<file path="config.mk">
export PLATFORM = sky130hd
export DESIGN_NAME = i2csram_ctrl
export DESIGN_NICKNAME = d
export VERILOG_FILES = /design/src/hdl/i2csram_pkg.sv /design/src/hdl/i2csram_ctrl.sv
export SDC_FILE = /design/constraint.sdc
export NUM_CORES = 1
export LEC_CHECK = 0
export BUFFER_PORTS_ARGS = -buffer_cell sky130_fd_sc_hd__buf_2
export CAP_MARGIN = 20
export CELL_PAD_IN_SITES_DETAIL_PLACEMENT = 0
export CELL_PAD_IN_SITES_GLOBAL_PLACEMENT = 2
export CORE_AREA = 3 3 40 42
export DETAILED_ROUTE_END_ITERATION = 7
export DIE_AREA = 0 0 43 45
export GPL_TIMING_DRIVEN = 0
export PLACE_DENSITY_LB_ADDON = 0.1
export RECOVER_POWER = 50
export SLEW_MARGIN = 20
export SYNTH_ARGS = -nofsm -noshare
export SYNTH_HDL_FRONTEND = slang
export SYNTH_SLANG_ARGS = --single-unit
</file>
<file path="constraint.sdc">
create_clock -name clock -period 1.07 [get_ports clock]
set_clock_uncertainty 0.1 [all_clocks]
set_input_delay 0.107 -clock clock [delete_from_list [all_inputs] [get_ports clock]]
set_output_delay 0.107 -clock clock [all_outputs]
set_load 0.02 [all_outputs]
</file>
<file path="src/hdl/i2csram_pkg.sv">
// Shared constants, codes and controller/datapath interface types for the I2C SRAM emulator.
package i2csram_pkg;

   // Memory geometry and control slot location
   localparam int MEM_SIZE   = 4100;
   localparam int CTRL_INDEX = 4096;

   localparam int ADDR_W = 16;                    // two-byte address from the master
   localparam int IDX_W  = $clog2(MEM_SIZE);      // memory index
   localparam int PTR_W  = $clog2(MEM_SIZE + 1);  // pointer also holds MEM_SIZE

   // Control byte and its two mirror slots; a slot past the end never exists
   localparam bit CTRL0_LIVE = (CTRL_INDEX < MEM_SIZE);
   localparam bit CTRL1_LIVE = (CTRL_INDEX + 1 < MEM_SIZE);
   localparam bit CTRL2_LIVE = (CTRL_INDEX + 2 < MEM_SIZE);

   typedef enum logic [1:0] {
      MODE_WR_START = 2'd0,
      MODE_RX_DATA  = 2'd1,
      MODE_TX_REQ   = 2'd2,
      MODE_UNUSED   = 2'd3
   } mode_type;

   // Controller to datapath
   typedef struct packed {
      logic clear_step;   // zero one memory entry
      logic start;        // request accepted this edge
      logic finish;       // load the result register
   } cmd_type;

   // Datapath to controller
   typedef struct packed {
      logic clear_last;   // last entry of the clearing pass
   } status_type;

endpackage

</file>
<file path="src/hdl/i2csram_ctrl.sv">
// Sequencing state machine: clearing pass, request accept, result handoff.
module i2csram_ctrl (
   input  logic                    clock,
   input  logic                    reset,
   input  logic                    req_valid,
   output logic                    req_stall,
   output logic                    rsp_valid,
   input  logic                    rsp_stall,
   output i2csram_pkg::cmd_type    cmd,
   input  i2csram_pkg::status_type status
);
   import i2csram_pkg::*;

   typedef enum logic [1:0] {
      ST_CLEAR,
      ST_IDLE,
      ST_WAIT
   } state_type;

   state_type state_ff;
   logic      rsp_valid_ff;
   logic      out_free;

   // result register is free if empty or being taken this edge
   assign out_free  = !rsp_valid_ff || !rsp_stall;
   assign req_stall = (state_ff != ST_IDLE) || !out_free;
   assign rsp_valid = rsp_valid_ff;

   always_comb begin
      cmd.clear_step = (state_ff == ST_CLEAR);
      cmd.start      = (state_ff == ST_IDLE) && req_valid && out_free;
      cmd.finish     = (state_ff == ST_WAIT);
   end

   always_ff @(posedge clock) begin
      if (reset) begin
         state_ff     <= ST_CLEAR;
         rsp_valid_ff <= 1'b0;
      end else begin
         unique case (state_ff)
            ST_CLEAR: begin
               if (status.clear_last) state_ff <= ST_IDLE;
            end
            ST_IDLE: begin
               if (cmd.start) state_ff <= ST_WAIT;
            end
            ST_WAIT: begin
               state_ff <= ST_IDLE;
            end
            default: state_ff <= ST_CLEAR;
         endcase

         if (cmd.finish) begin
            rsp_valid_ff <= 1'b1;
         end else if (!rsp_stall) begin
            rsp_valid_ff <= 1'b0;
         end
      end
   end

endmodule

</file>
# == Word-level counts from Yosys, hierarchy flattened ==
# Cells that the tools add are included.
# word_totals
register_bits,3
in_bits,5
# op_classes
n_eq_ne,6
mux,5
reduce_logical,9
# op_table
cell,n
"!= test 2 x 1 -> 1 bit, second input constant",3
case mux 2 bit (3 select lines),1
two-way mux 2 bit,2
zero test 1 bit,3
"== test 2 x 1 -> 1 bit, second input constant",1
"== test 2 bit, second input constant",1
logical AND 1 bit,2
zero test 2 bit,1
logical OR 1 bit,2
two-way mux 1 bit,2
"!= test 2 bit, second input constant",1
AND reduction 2 bit,1

# == Logic depth before layout (Yosys ltp) ==
# Gate-level depths: netlist of the first run.
# depth
ltp_word,5
ltp_mapped,2

# == Worst setup path before layout of the first run ==
# No wires, ideal clock.
# synth_path
kind,register to output
startpoint,reg rsp_valid_ff (netlist: rsp_valid)
endpoint,out cmd[1] in the netlist's numbering
t_arrival_ns,0.872
required_time_ns,0.863
slack_ns,-0.009
stages_incl_launch_ff,3
path_buffers,0
path_cell_list,dfxtp_1 a21bo_1 nor2_1
# synth_rtl
element,line,rtl
start: declaration,i2csram_ctrl.sv:21,logic rsp_valid_ff;
start signal: assignment,i2csram_ctrl.sv:38,rsp_valid_ff <= 1'b0;
start signal: assignment,i2csram_ctrl.sv:54,rsp_valid_ff <= 1'b1;
start signal: assignment,i2csram_ctrl.sv:56,rsp_valid_ff <= 1'b0;
end: declaration,i2csram_ctrl.sv:9,"output i2csram_pkg::cmd_type cmd,"

# == Final worst setup path of the first run ==
# layout_path
startpoint,reg state_ff[1]
endpoint,out req_stall
# layout_via
elab_chain_cells,2
# layout_lines
element,line,rtl
start: declaration,i2csram_ctrl.sv:20,state_type state_ff;
start signal: assignment,i2csram_ctrl.sv:37,state_ff <= ST_CLEAR;
start signal: assignment,i2csram_ctrl.sv:42,if (status.clear_last) state_ff <= ST_IDLE;
start signal: assignment,i2csram_ctrl.sv:45,if (cmd.start) state_ff <= ST_WAIT;
!= test 2 x 1 -> 1 bit,i2csram_ctrl.sv:26,assign req_stall = (state_ff != ST_IDLE) || !out_free;
logical OR 1 bit,i2csram_ctrl.sv:26,
end: declaration,i2csram_ctrl.sv:6,"output logic req_stall,"
# Every way passes these cells.

==> summary.md, run 1 <==
* **final cell utilization of the core** 0.271
* **total gr overflow** 0
* **post-detailed-route via-to-cell ratio** 3.61
* **Initial DRT Pass Iterations** 4
* **total negative slack** -0.256 ns
* **required time reported for the critical path endpoint** 0.86 ns
* **clock tree root driver cell** sky130_fd_sc_hd__clkbuf_4
* **unrepaired setup endpoints after global routing** yes
* **number of filler instances in the final layout** 144
* **Detailed Route Iter0 Violations** 1
* **FF-to-FF Start** state_ff[1]
* **die span in x** 43 um
* **dpl hpwl** 310 um
* **Core Rows** 13
* **slew margin rel.** 0.912
* **placer's final routability congestion estimate** 0.588
* **Place WS** 0.0145 ns
* **CP Launch Type** flip-flop
* **H-tree levels** 1
* **power per standard cell area** 1260 nW/um^2
* **Peak VDD IR** 0.506 mV
* **failing checks** negative setup slack
* **multi-input gate area in the final layout** 111 um^2
* **clock transition at the registers of the reported paths** 0.04 ns
* **average wire per cell in the routed design** 8.10 um
* **post-synthesis cell area** 148 um^2
* **starting density of the core** 0.115
* **type of the worst min-delay path** input pin to flip-flop
* **chip height** 45 um
* **post-layout min period** 1.17 ns
* **Final Routed Wirelength** 413 um
* **Final Setup Violations** 4
* **clock network latency to the later pin of the worst-skew pair** 0.23 ns
* **critical-path cell with the highest stage delay** sky130_fd_sc_hd__dfxtp_4
* **fraction of the yosys area taken by sequential cells** 0.407
* **Worst Reg-to-Reg Cells** 4
* **number of instances in the synthesized netlist** 16
* **Setup Crit Path Kind** flip-flop to primary output
* **ordered list of cells on the worst path** nand2b_4, nand2b_4, buf_6
* **Setup crit end kind** primary output
* **CP startpoint** state_ff[1]
* **maxcap violations** 0
* **maximum number of pins on one net before global-route repair** 6
* **wire length of the first global-routing pass** 655 um
* **capture instance of the worst register-to-register path** state_ff[0]
* **total count of hold-check failures in the final report** 0
* **DRC viols** 0
* **count of buffers inserted at the top-level ports** 9
* **# nets final** 42
* **Worst setup endpoint** req_stall
* **number of global-route vias before repair** 168
* **number of register bits inferred by synthesis** 3
* **synth unique cells** 11
* **crit path max fanout** 3
* **number of warnings issued by yosys** 0
* **clock buffer count from CTS** 3
* **fin. max-slew vios** 0
* **maximum achievable frequency** 853 MHz
* **CTS tree** yes
* **result of the run** finished, violations left
* **proportion of layout cells with a drive suffix above 1** 0.778
* **most used cell along the critical path** sky130_fd_sc_hd__nand2b_4
* **number of placed I/O pins** 10
* **clk sink count** 3
* **Core ar.** 1280 um^2
* **setup slack on the worst flop-to-flop path** 0.05 ns
* **via count** 184
* **layout overhead on the synthesized area** 136%
* **Worst Setup Slack, final** -0.103 ns
* **Total Routing Usage GR** 0.0532
* **leakage dissipation** 0.000166 uW
* **longest individual stage delay on the worst path** 0.33 ns
* **synthesized area per cell** 9.23 um^2
* **FF+latch area** 66.3 um^2
* **floorplan die area** 1940 um^2
* **total nets after synthesis** 21
* **remaining number of nets flagged by the antenna check after routing** 0
* **number of antenna diodes** 0
* **maximum count of clock buffers along a single path** 2
* **fraction of the cycle the final worst path needs** 1.10
* **initial antenna violation count** 0
* **slew at the pin closest to its max-slew limit** 0.131 ns
* **critical path arrival** 0.97 ns
how the worst min path moves through the flow:
| stage | start | endpoint | cells after the start |
|---|---|---|---|
| global route | status | state_ff[0] | 3 |
| detailed placement | reset | state_ff[1] | 2 |
| floorplan | reset | rsp_valid | 1 |
| global placement | reset | state_ff[1] | 2 |
| finish | status | state_ff[0] | 3 |
| CTS | status | state_ff[0] | 3 |
worst max-delay path: cells and delay by family, from the launching register on:
kind | cells | cell delay [ns]
buffers and inverters | 1 | 0.12
DFF | 1 | 0.33
and+or+nand+nor | 2 | 0.28
registers in the layout, summed over array words and instances (netlist names):
name / flops
state_ff: 2
rsp_valid: 1
area by class of cell:
class                   instances  share of cell area
repair buffers                 16               0.349
multi-input cells              12               0.320
flip-flops and latches          3               0.191
clock buffers                   4              0.0755
well taps                      15              0.0540
inverters                       1              0.0108
power breakdown:
group	switching (uW)	internal, uW
Combinational	48.3	69.2
Clock	54.5	139
Sequential	8.10	119
Total	111	327
Yosys cell counts:
library cell / instances / area, um^2
sky130_fd_sc_hd__a21bo_1: 1 / 10.0
sky130_fd_sc_hd__nor2_1: 2 / 7.51
sky130_fd_sc_hd__inv_1: 1 / 3.75
sky130_fd_sc_hd__nand2_1: 1 / 3.75
sky130_fd_sc_hd__o2bb2ai_1: 1 / 8.76
sky130_fd_sc_hd__nor3_2: 1 / 10.0
sky130_fd_sc_hd__nor3b_2: 1 / 12.5
sky130_fd_sc_hd__o21bai_1: 1 / 7.51
sky130_fd_sc_hd__a21oi_1: 1 / 5.00
sky130_fd_sc_hd__dfxtp_1: 3 / 60.1
sky130_fd_sc_hd__nand2b_1: 3 / 18.8
per-layer routing:
| layer | up-vias | global-route usage | share of wire |
|---|---|---|---|
| met3 | 0 | 0.0279 | 0.068 |
| met2 | 5 | 0.0749 | 0.54 |
| li1 | 95 | - | - |
| met5 | - | 0 | 0 |
| met4 | 0 | 0.0904 | 0 |
| met1 | 84 | 0.0408 | 0.39 |
through the flow:
stage	hold WS (ns)	power (uW)	instances	area (um^2)
2_1_floorplan	0.0761	170	16	150
3_3_place_gp	0.251	197	40	214
3_5_place_dp	0.250	197	40	214
4_1_cts	0.0559	434	48	307
5_1_grt	0.0527	474	51	348
6_report	0.0601	438	51	348
what timing repair did:
| action | 4_1_cts | 5_1_grt |
|---|---|---|
| setup endpoints to repair | 3 | 5 |
| pin swaps | 2 | 2 |
| endpoints found under the hold margin | 1 | 0 |
| buffers inserted | 3 | 4 |
| hold buffers | 1 | 0 |
| resized for setup | 10 | 7 |
cells by family (layout without fill, tap and decap cells):
kind of cell           Yosys count  count (layout)  synth area share
DFF                              3               3             0.407
buffers and inverters            1              21            0.0254
AOI/OAI and AO/OA                4               4             0.212
and+or+nand+nor                  8               8             0.356
cells in the final DEF, fill, tap and decap left out, drive strengths merged:
cell type and instances:
buf 14, clkbuf 5, nand2b 3, dfxtp 3, nor2 2, inv 1
nand2 1, a21bo 1, nor3b 1, o21bai 1, o2bb2ai 1, nor3 1
a21oi 1, dlygate4sd3 1
Note: power is estimated with default switching activity, not from simulation.
==> run 2, diff against run 1 <==
- ABC_AREA: not set -> 1
==> summary.md, run 2 <==
* **clock transition at the registers of the reported paths** 0.04 ns, about the same
* **CP Launch Type** flip-flop, unchanged
* **clock tree root driver cell** sky130_fd_sc_hd__clkbuf_4, unchanged
* **unrepaired setup endpoints after global routing** yes, unchanged
* **max FFs per register** 2, unchanged
* **total nets after synthesis** 26, was 21
* **dpl hpwl** 317 um, was 310 um
* **synth unique cells** 6, was 11
* **placer's final routability congestion estimate** 0.611, was 0.588
* **share of synthesized flip-flops with an asynchronous set or reset** 0, unchanged
* **clock network latency to the later pin of the worst-skew pair** 0.23 ns, about the same
* **post-synthesis cell area** 131 um^2, was 148 um^2
* **fraction of the cycle the final worst path needs** 1.07, was 1.10
* **number of filler instances in the final layout** 160, was 144
* **DRC viols** 0, unchanged
* **Core ar.** 1280 um^2, unchanged
* **Worst Setup Slack, final** -0.0709 ns, was -0.103 ns
* **Initial DRT Pass Iterations** 1, was 4
* **total count of hold-check failures in the final report** 0, unchanged
* **Worst Reg-to-Reg Cells** 6, was 4
* **failing checks** negative setup slack, unchanged
* **cell types with the largest area share after synthesis** sky130_fd_sc_hd__dfxtp_1 46%, sky130_fd_sc_hd__nand2_1 17%, sky130_fd_sc_hd__inv_1 14%, sky130_fd_sc_hd__nor2_1 11%, sky130_fd_sc_hd__a21oi_1 7.6%, was sky130_fd_sc_hd__dfxtp_1 41%, sky130_fd_sc_hd__nand2b_1 13%, sky130_fd_sc_hd__nor3b_2 8.5%, sky130_fd_sc_hd__a21bo_1 6.8%, sky130_fd_sc_hd__nor3_2 6.8%
* **required time reported for the critical path endpoint** 0.86 ns, about the same
* **Detailed Route Iter0 Violations** 0, was 1
* **crit path max fanout** 3, unchanged
* **average wire per cell in the routed design** 7.41 um, was 8.10 um
* **post-detailed-route via-to-cell ratio** 3.29, was 3.61
* **clock buffer count from CTS** 3, unchanged
* **commonest cells after routing, fill and taps aside** 5 x sky130_fd_sc_hd__buf_2, 4 x sky130_fd_sc_hd__nor2_1, was 5 x sky130_fd_sc_hd__buf_2, 5 x sky130_fd_sc_hd__buf_4, 4 x sky130_fd_sc_hd__buf_6
* **starting density of the core** 0.102, was 0.115
* **number of placed I/O pins** 10, unchanged
* **proportion of netlist area held by the largest area contributor** 0.457, was 0.407
* **result of the run** finished, violations left, unchanged
* **longest individual stage delay on the worst path** 0.32 ns, was 0.33 ns
* **most common cell in the netlist** sky130_fd_sc_hd__nand2_1
* **critical path arrival** 0.93 ns, was 0.97 ns
* **cell taking the most area after synthesis** sky130_fd_sc_hd__dfxtp_1, unchanged
* **maxcap violations** 0, unchanged
* **capture instance of the worst register-to-register path** state_ff[1], was state_ff[0]
* **prevailing post-synth register cell** sky130_fd_sc_hd__dfxtp_1, unchanged
* **number of instances in the synthesized netlist** 21, was 16
* **EDFF count, synth** 0, unchanged
* **post-layout min period** 1.14 ns, was 1.17 ns
* **placed inst area** 195 um^2, was 214 um^2
* **most used cell along the critical path** sky130_fd_sc_hd__inv_2, was sky130_fd_sc_hd__nand2b_4
* **total gr overflow** 0, unchanged
* **maximum count of clock buffers along a single path** 2, unchanged
* **Peak VDD IR** 0.407 mV, was 0.506 mV
* **commonest cells in the netlist** 6 x sky130_fd_sc_hd__nand2_1, 5 x sky130_fd_sc_hd__inv_1, 4 x sky130_fd_sc_hd__nor2_1, was 3 x sky130_fd_sc_hd__dfxtp_1, 3 x sky130_fd_sc_hd__nand2b_1, 2 x sky130_fd_sc_hd__nor2_1
* **number of register bits inferred by synthesis** 3, unchanged
* **die span in x** 43 um, unchanged
* **initial antenna violation count** 0, unchanged
* **maximum number of pins on one net before global-route repair** 5, was 6
* **area of all placed cells without fillers** 269 um^2, was 348 um^2
* **layout overhead on the synthesized area** 105%, was 136%
* **commonest non-fill, non-tap cell in the layout** sky130_fd_sc_hd__buf_2
* **type of the worst min-delay path** input pin to flip-flop, unchanged
* **ordered list of cells on the worst path** inv_2, nand2_2, inv_2, nand3_2, inv_2, buf_6, was nand2b_4, nand2b_4, buf_6
* **leakage dissipation** 0.000142 uW, was 0.000166 uW
* **via count** 168, was 184
* **remaining number of nets flagged by the antenna check after routing** 0, unchanged
* **chip height** 45 um, unchanged
* **clk sink count** 3, unchanged
* **CTS tree** yes, unchanged
* **Hold Path Cell Cnt** 3, unchanged
* **Setup Crit Path Kind** flip-flop to primary output, unchanged
* **number of warnings issued by yosys** 0, unchanged
* **FF-to-FF Start** state_ff[1], unchanged
* **number of global-route vias before repair** 158, was 168
* **Setup crit end kind** primary output, unchanged
* **count of buffers inserted at the top-level ports** 9, unchanged
* **worst hold start** rsp_stall, was status
* **proportion of layout cells with a drive suffix above 1** 0.611, was 0.778
* **slew margin rel.** 0.922, was 0.912
* **slew at the pin closest to its max-slew limit** 0.117 ns, was 0.131 ns
* **setup slack on the worst flop-to-flop path** 0.15 ns, was 0.05 ns
* **number of antenna diodes** 0, unchanged
* **fraction of the yosys area taken by sequential cells** 0.457, was 0.407
* **terminating pin of the worst hold path** rsp_valid, was state_ff[0]
* **synthesized area per cell** 6.26 um^2, was 9.23 um^2
* **largest register by flop count** state_ff, unchanged
* **maximum achievable frequency** 877 MHz, was 853 MHz
* **# nets final** 42, unchanged
* **Total Routing Usage GR** 0.0424, was 0.0532
* **floorplan die area** 1940 um^2, unchanged
* **cell class contributing the biggest share of worst-path delay** flip-flops, unchanged
* **total negative slack** -0.103 ns, was -0.256 ns
* **Buf/Inv on CP** 4, was 1
* **Core Rows** 13, unchanged
* **Final Routed Wirelength** 378 um, was 413 um
* **critical-path cell with the highest stage delay** sky130_fd_sc_hd__dfxtp_2, was sky130_fd_sc_hd__dfxtp_4
* **wire length of the first global-routing pass** 572 um, was 655 um
* **Final Setup Violations** 3, was 4
* **fin. max-slew vios** 0, unchanged
* **power per standard cell area** 1460 nW/um^2, was 1260 nW/um^2
* **H-tree levels** 1, unchanged
-- run 2: cell count changes in the layout (fill, tap and decap cells not counted), sizes merged, moves of 2 or more --
cell / delta
nor2: +2
nand2b: -3
inv: +4
buf: -5
nand2: +5
-- run 2: layout make-up --
type,count,area [um^2],share of cell area
inverter,5,18.8,0.0698
clock buffer,4,26.3,0.0977
sequential,3,63.8,0.237
timing repair buffer,11,76.3,0.284
multi-input combinational,13,65.1,0.242
tap,15,18.8,0.0698
-- run 2: routing by layer --
| layer | vias to the layer above | routed length, um | GRT usage |
|---|---|---|---|
| met2 | 5 | 181 | 0.0509 |
| met1 | 72 | 154 | 0.0481 |
| met3 | 0 | 43 | 0.0319 |
| met5 | - | 0 | 0 |
| li1 | 91 | - | - |
| met4 | 0 | 0 | 0.0361 |
-- run 2: worst register-to-register path: cells and delay by family, from the launching register on --
family / cells / cell delay (ns)
flops: 1 / 0.32
buf+inv: 3 / 0.25
simple gates: 3 / 0.19
-- run 2: worst max-delay path by stage --
stage,startpoint,end,slack (ns),cells after the start
final,state_ff[1],cmd[1],-0.07,6
after global routing,state_ff[1],cmd[1],-0.10,6
after CTS,state_ff[1],cmd[1],-0.08,6
after detailed placement,state_ff[1],cmd[1],0.07,6
after global placement,state_ff[0],cmd[1],0.06,5
after floorplan,rsp_valid,cmd[1],0.10,3
-- run 2: kinds of logic after synthesis --
group,share of synthesized area
AO/OA/AOI/OAI,0.0762
buffers and inverters,0.143
flip-flops,0.457
AND/OR/NAND/NOR,0.324
-- run 2: report_power, final --
| part | switching (uW) | total [uW] | internal (uW) |
|---|---|---|---|
| sequential | 4.62 | 124 | 119 |
| combinational | 41.7 | 76.3 | 34.6 |
| clock | 53.9 | 193 | 139 |
| total | 100 | 393 | 293 |
-- run 2: repair_timing --
item / in CTS / in global routing
resized for setup: 12 / 3
setup buffers: 1 / 0
setup endpoints to repair: 3 / 3
endpoints found under the hold margin: 3 / 0
hold buffers: 1 / 0
pin swaps: 0 / 0
-- run 2: through the flow --
| stage | power, uW | hold WS [ns] | setup slack [ns] | cells | utilization |
|---|---|---|---|---|---|
| floorplan | 158 | 0.0761 | 0.104 | 21 | - |
| global placement | 183 | 0.200 | 0.0585 | 45 | 0.152 |
| detailed placement | 182 | 0.194 | 0.0672 | 45 | 0.152 |
| CTS | 404 | 0.0873 | -0.0797 | 51 | 0.205 |
| global route | 421 | 0.105 | -0.105 | 51 | 0.209 |
| finish | 393 | 0.0900 | -0.0709 | 51 | 0.209 |
==> run 3, diff against run 2 <==
- CORE_AREA: 3 3 40 42 -> 2 2 39 41
- CTS_BUF_LIST: not set -> sky130_fd_sc_hd__clkbuf_8 sky130_fd_sc_hd__clkbuf_16
- DIE_AREA: 0 0 43 45 -> 0 0 41 43
==> summary.md, run 3 (synthesized netlist as in run 2, its figures left out) <==
* **Final Routed Wirelength** 393 um, was 378 um
* **die span in x** 41 um, was 43 um
* **placed inst area** 196 um^2, was 195 um^2
* **terminating pin of the worst hold path** state_ff[0], was rsp_valid
* **result of the run** finished, violations left, unchanged
* **total count of hold-check failures in the final report** 0, unchanged
* **Detailed Route Iter0 Violations** 0, unchanged
* **starting density of the core** 0.0949, was 0.102
* **FF-to-FF Start** state_ff[1], unchanged
* **remaining number of nets flagged by the antenna check after routing** 0, unchanged
* **total negative slack** -0.117 ns, was -0.103 ns
* **# nets final** 43, was 42
* **floorplan die area** 1760 um^2, was 1940 um^2
* **power after layout** 526 uW, was 393 uW
* **power per standard cell area** 1750 nW/um^2, was 1460 nW/um^2
* **clock transition at the registers of the reported paths** 0.03 ns, was 0.04 ns
* **multi-input gate area in the final layout** 70.1 um^2, was 65.1 um^2
* **dpl hpwl** 315 um, was 317 um
* **Core ar.** 1380 um^2, was 1280 um^2
* **Setup crit end kind** primary output, unchanged
* **worst hold start** status, was rsp_stall
* **commonest non-fill, non-tap cell in the layout** sky130_fd_sc_hd__buf_2, unchanged
* **unrepaired setup endpoints after global routing** yes, unchanged
* **fraction of the cycle the final worst path needs** 1.05, was 1.07
* **layout overhead on the synthesized area** 130%, was 105%
* **placer's final routability congestion estimate** 0.563, was 0.611
* **CTS tree** yes, unchanged
* **Worst Setup Slack, final** -0.0539 ns, was -0.0709 ns
* **clock buffer count from CTS** 3, unchanged
* **Hold Path Cell Cnt** 5, was 3
* **area of all placed cells without fillers** 302 um^2, was 269 um^2
* **commonest cells after routing, fill and taps aside** 5 x sky130_fd_sc_hd__buf_2, 4 x sky130_fd_sc_hd__nand2_1, 4 x sky130_fd_sc_hd__nor2_1, was 5 x sky130_fd_sc_hd__buf_2, 4 x sky130_fd_sc_hd__nor2_1
* **H-tree levels** 1, unchanged
* **crit path max fanout** 3, unchanged
* **chip height** 43 um, was 45 um
* **DRC viols** 0, unchanged
* **type of the worst min-delay path** input pin to flip-flop, unchanged
* **CP Launch Type** flip-flop, unchanged
* **max FFs per register** 2, unchanged
* **slew at the pin closest to its max-slew limit** 0.117 ns, about the same
* **setup slack on the worst flop-to-flop path** 0.14 ns, was 0.15 ns
* **maxcap violations** 0, unchanged
* **critical path arrival** 0.92 ns, was 0.93 ns
* **leakage dissipation** 0.000158 uW, was 0.000142 uW
* **proportion of layout cells with a drive suffix above 1** 0.568, was 0.611
* **Initial DRT Pass Iterations** 1, unchanged
* **Worst Reg-to-Reg Cells** 6, unchanged
* **clock network latency to the later pin of the worst-skew pair** 0.21 ns, was 0.23 ns
* **Peak VDD IR** 0.588 mV, was 0.407 mV
* **fin. max-slew vios** 0, unchanged
* **average wire per cell in the routed design** 7.42 um, was 7.41 um
* **Place WS** 0.0564 ns, was 0.0672 ns
* **Total Routing Usage GR** 0.0631, was 0.0424
* **maximum number of pins on one net before global-route repair** 5, unchanged
* **capture instance of the worst register-to-register path** state_ff[0], was state_ff[1]
* **via count** 180, was 168
* **largest register by flop count** state_ff, unchanged
* **post-layout min period** 1.12 ns, was 1.14 ns
* **total gr overflow** 0, unchanged
* **number of filler instances in the final layout** 160, unchanged
* **Core Rows** 14, was 13
* **failing checks** negative setup slack, unchanged
* **FF+latch area** 62.6 um^2, was 63.8 um^2
* **number of antenna diodes** 0, unchanged
* **maximum count of clock buffers along a single path** 2, unchanged
* **required time reported for the critical path endpoint** 0.86 ns, about the same
* **Final Setup Violations** 3, unchanged
* **wire length of the first global-routing pass** 696 um, was 572 um
* **number of global-route vias before repair** 184, was 158
* **initial antenna violation count** 0, unchanged
* **clk sink count** 3, unchanged
* **Setup Crit Path Kind** flip-flop to primary output, unchanged
* **count of buffers inserted at the top-level ports** 9, unchanged
* **clock tree root driver cell** sky130_fd_sc_hd__clkbuf_8, was sky130_fd_sc_hd__clkbuf_4
* **slew margin rel.** 0.922, about the same
* **maximum achievable frequency** 890 MHz, was 877 MHz
* **post-detailed-route via-to-cell ratio** 3.40, was 3.29
* **number of placed I/O pins** 10, unchanged
-- run 3: worst max-delay path by stage --
stage | cells after the start | startpoint | end | slack, ns
CTS | 6 | state_ff[1] | cmd[1] | -0.07
global route | 6 | state_ff[1] | cmd[1] | -0.12
finish | 6 | state_ff[1] | cmd[1] | -0.05
detailed placement | 5 | state_ff[0] | cmd[1] | 0.06
global placement | 5 | state_ff[0] | cmd[1] | 0.05
floorplan | 3 | rsp_valid | cmd[1] | 0.10
-- run 3: worst max-delay path, stage by stage, from the launching register on --
cell	delay, ns
sky130_fd_sc_hd__dfxtp_2	0.32
sky130_fd_sc_hd__inv_2	0.05
sky130_fd_sc_hd__nand2_2	0.05
sky130_fd_sc_hd__inv_2	0.07
sky130_fd_sc_hd__nand3_4	0.07
sky130_fd_sc_hd__inv_2	0.05
sky130_fd_sc_hd__buf_6	0.10
-- run 3: report_power, final --
part | internal (uW) | switching, uW | total, uW | leakage (uW)
sequential | 119 | 4.73 | 124 | 0.0000253
clock | 244 | 75.3 | 320 | 0.0000269
combinational | 39.6 | 43.2 | 82.8 | 0.000106
-- run 3: area by class of cell --
class / instances / area share
clock buffer: 3 / 0.137
clock inverter: 1 / 0.0124
inverter: 5 / 0.0622
multi-input combinational: 13 / 0.232
sequential: 3 / 0.207
tap: 16 / 0.0664
timing repair buffer: 12 / 0.282
-- run 3: repair_timing --
action,CTS,global route
setup endpoints to repair,3,4
endpoints found under the hold margin,3,0
buffers inserted,3,0
pin swaps,0,1
resized for setup,12,2
hold buffers,1,0
-- run 3: per-stage QoR --
stage	instances	hold WS (ns)	utilization
global route	53	0.151	0.218
detailed placement	46	0.199	0.142
finish	53	0.123	0.218
CTS	54	0.109	0.216
floorplan	21	0.0761	-
global placement	46	0.200	0.142
-- run 3: routing by layer --
metal	vias to the layer above	wire length [um]	part of all wire	GRT usage
li1	94	-	-	-
met4	0	20	0.051	0.0800
met5	-	0	0	0
met2	4	212	0.54	0.0906
met1	78	147	0.37	0.0607
met3	4	13	0.033	0.0157
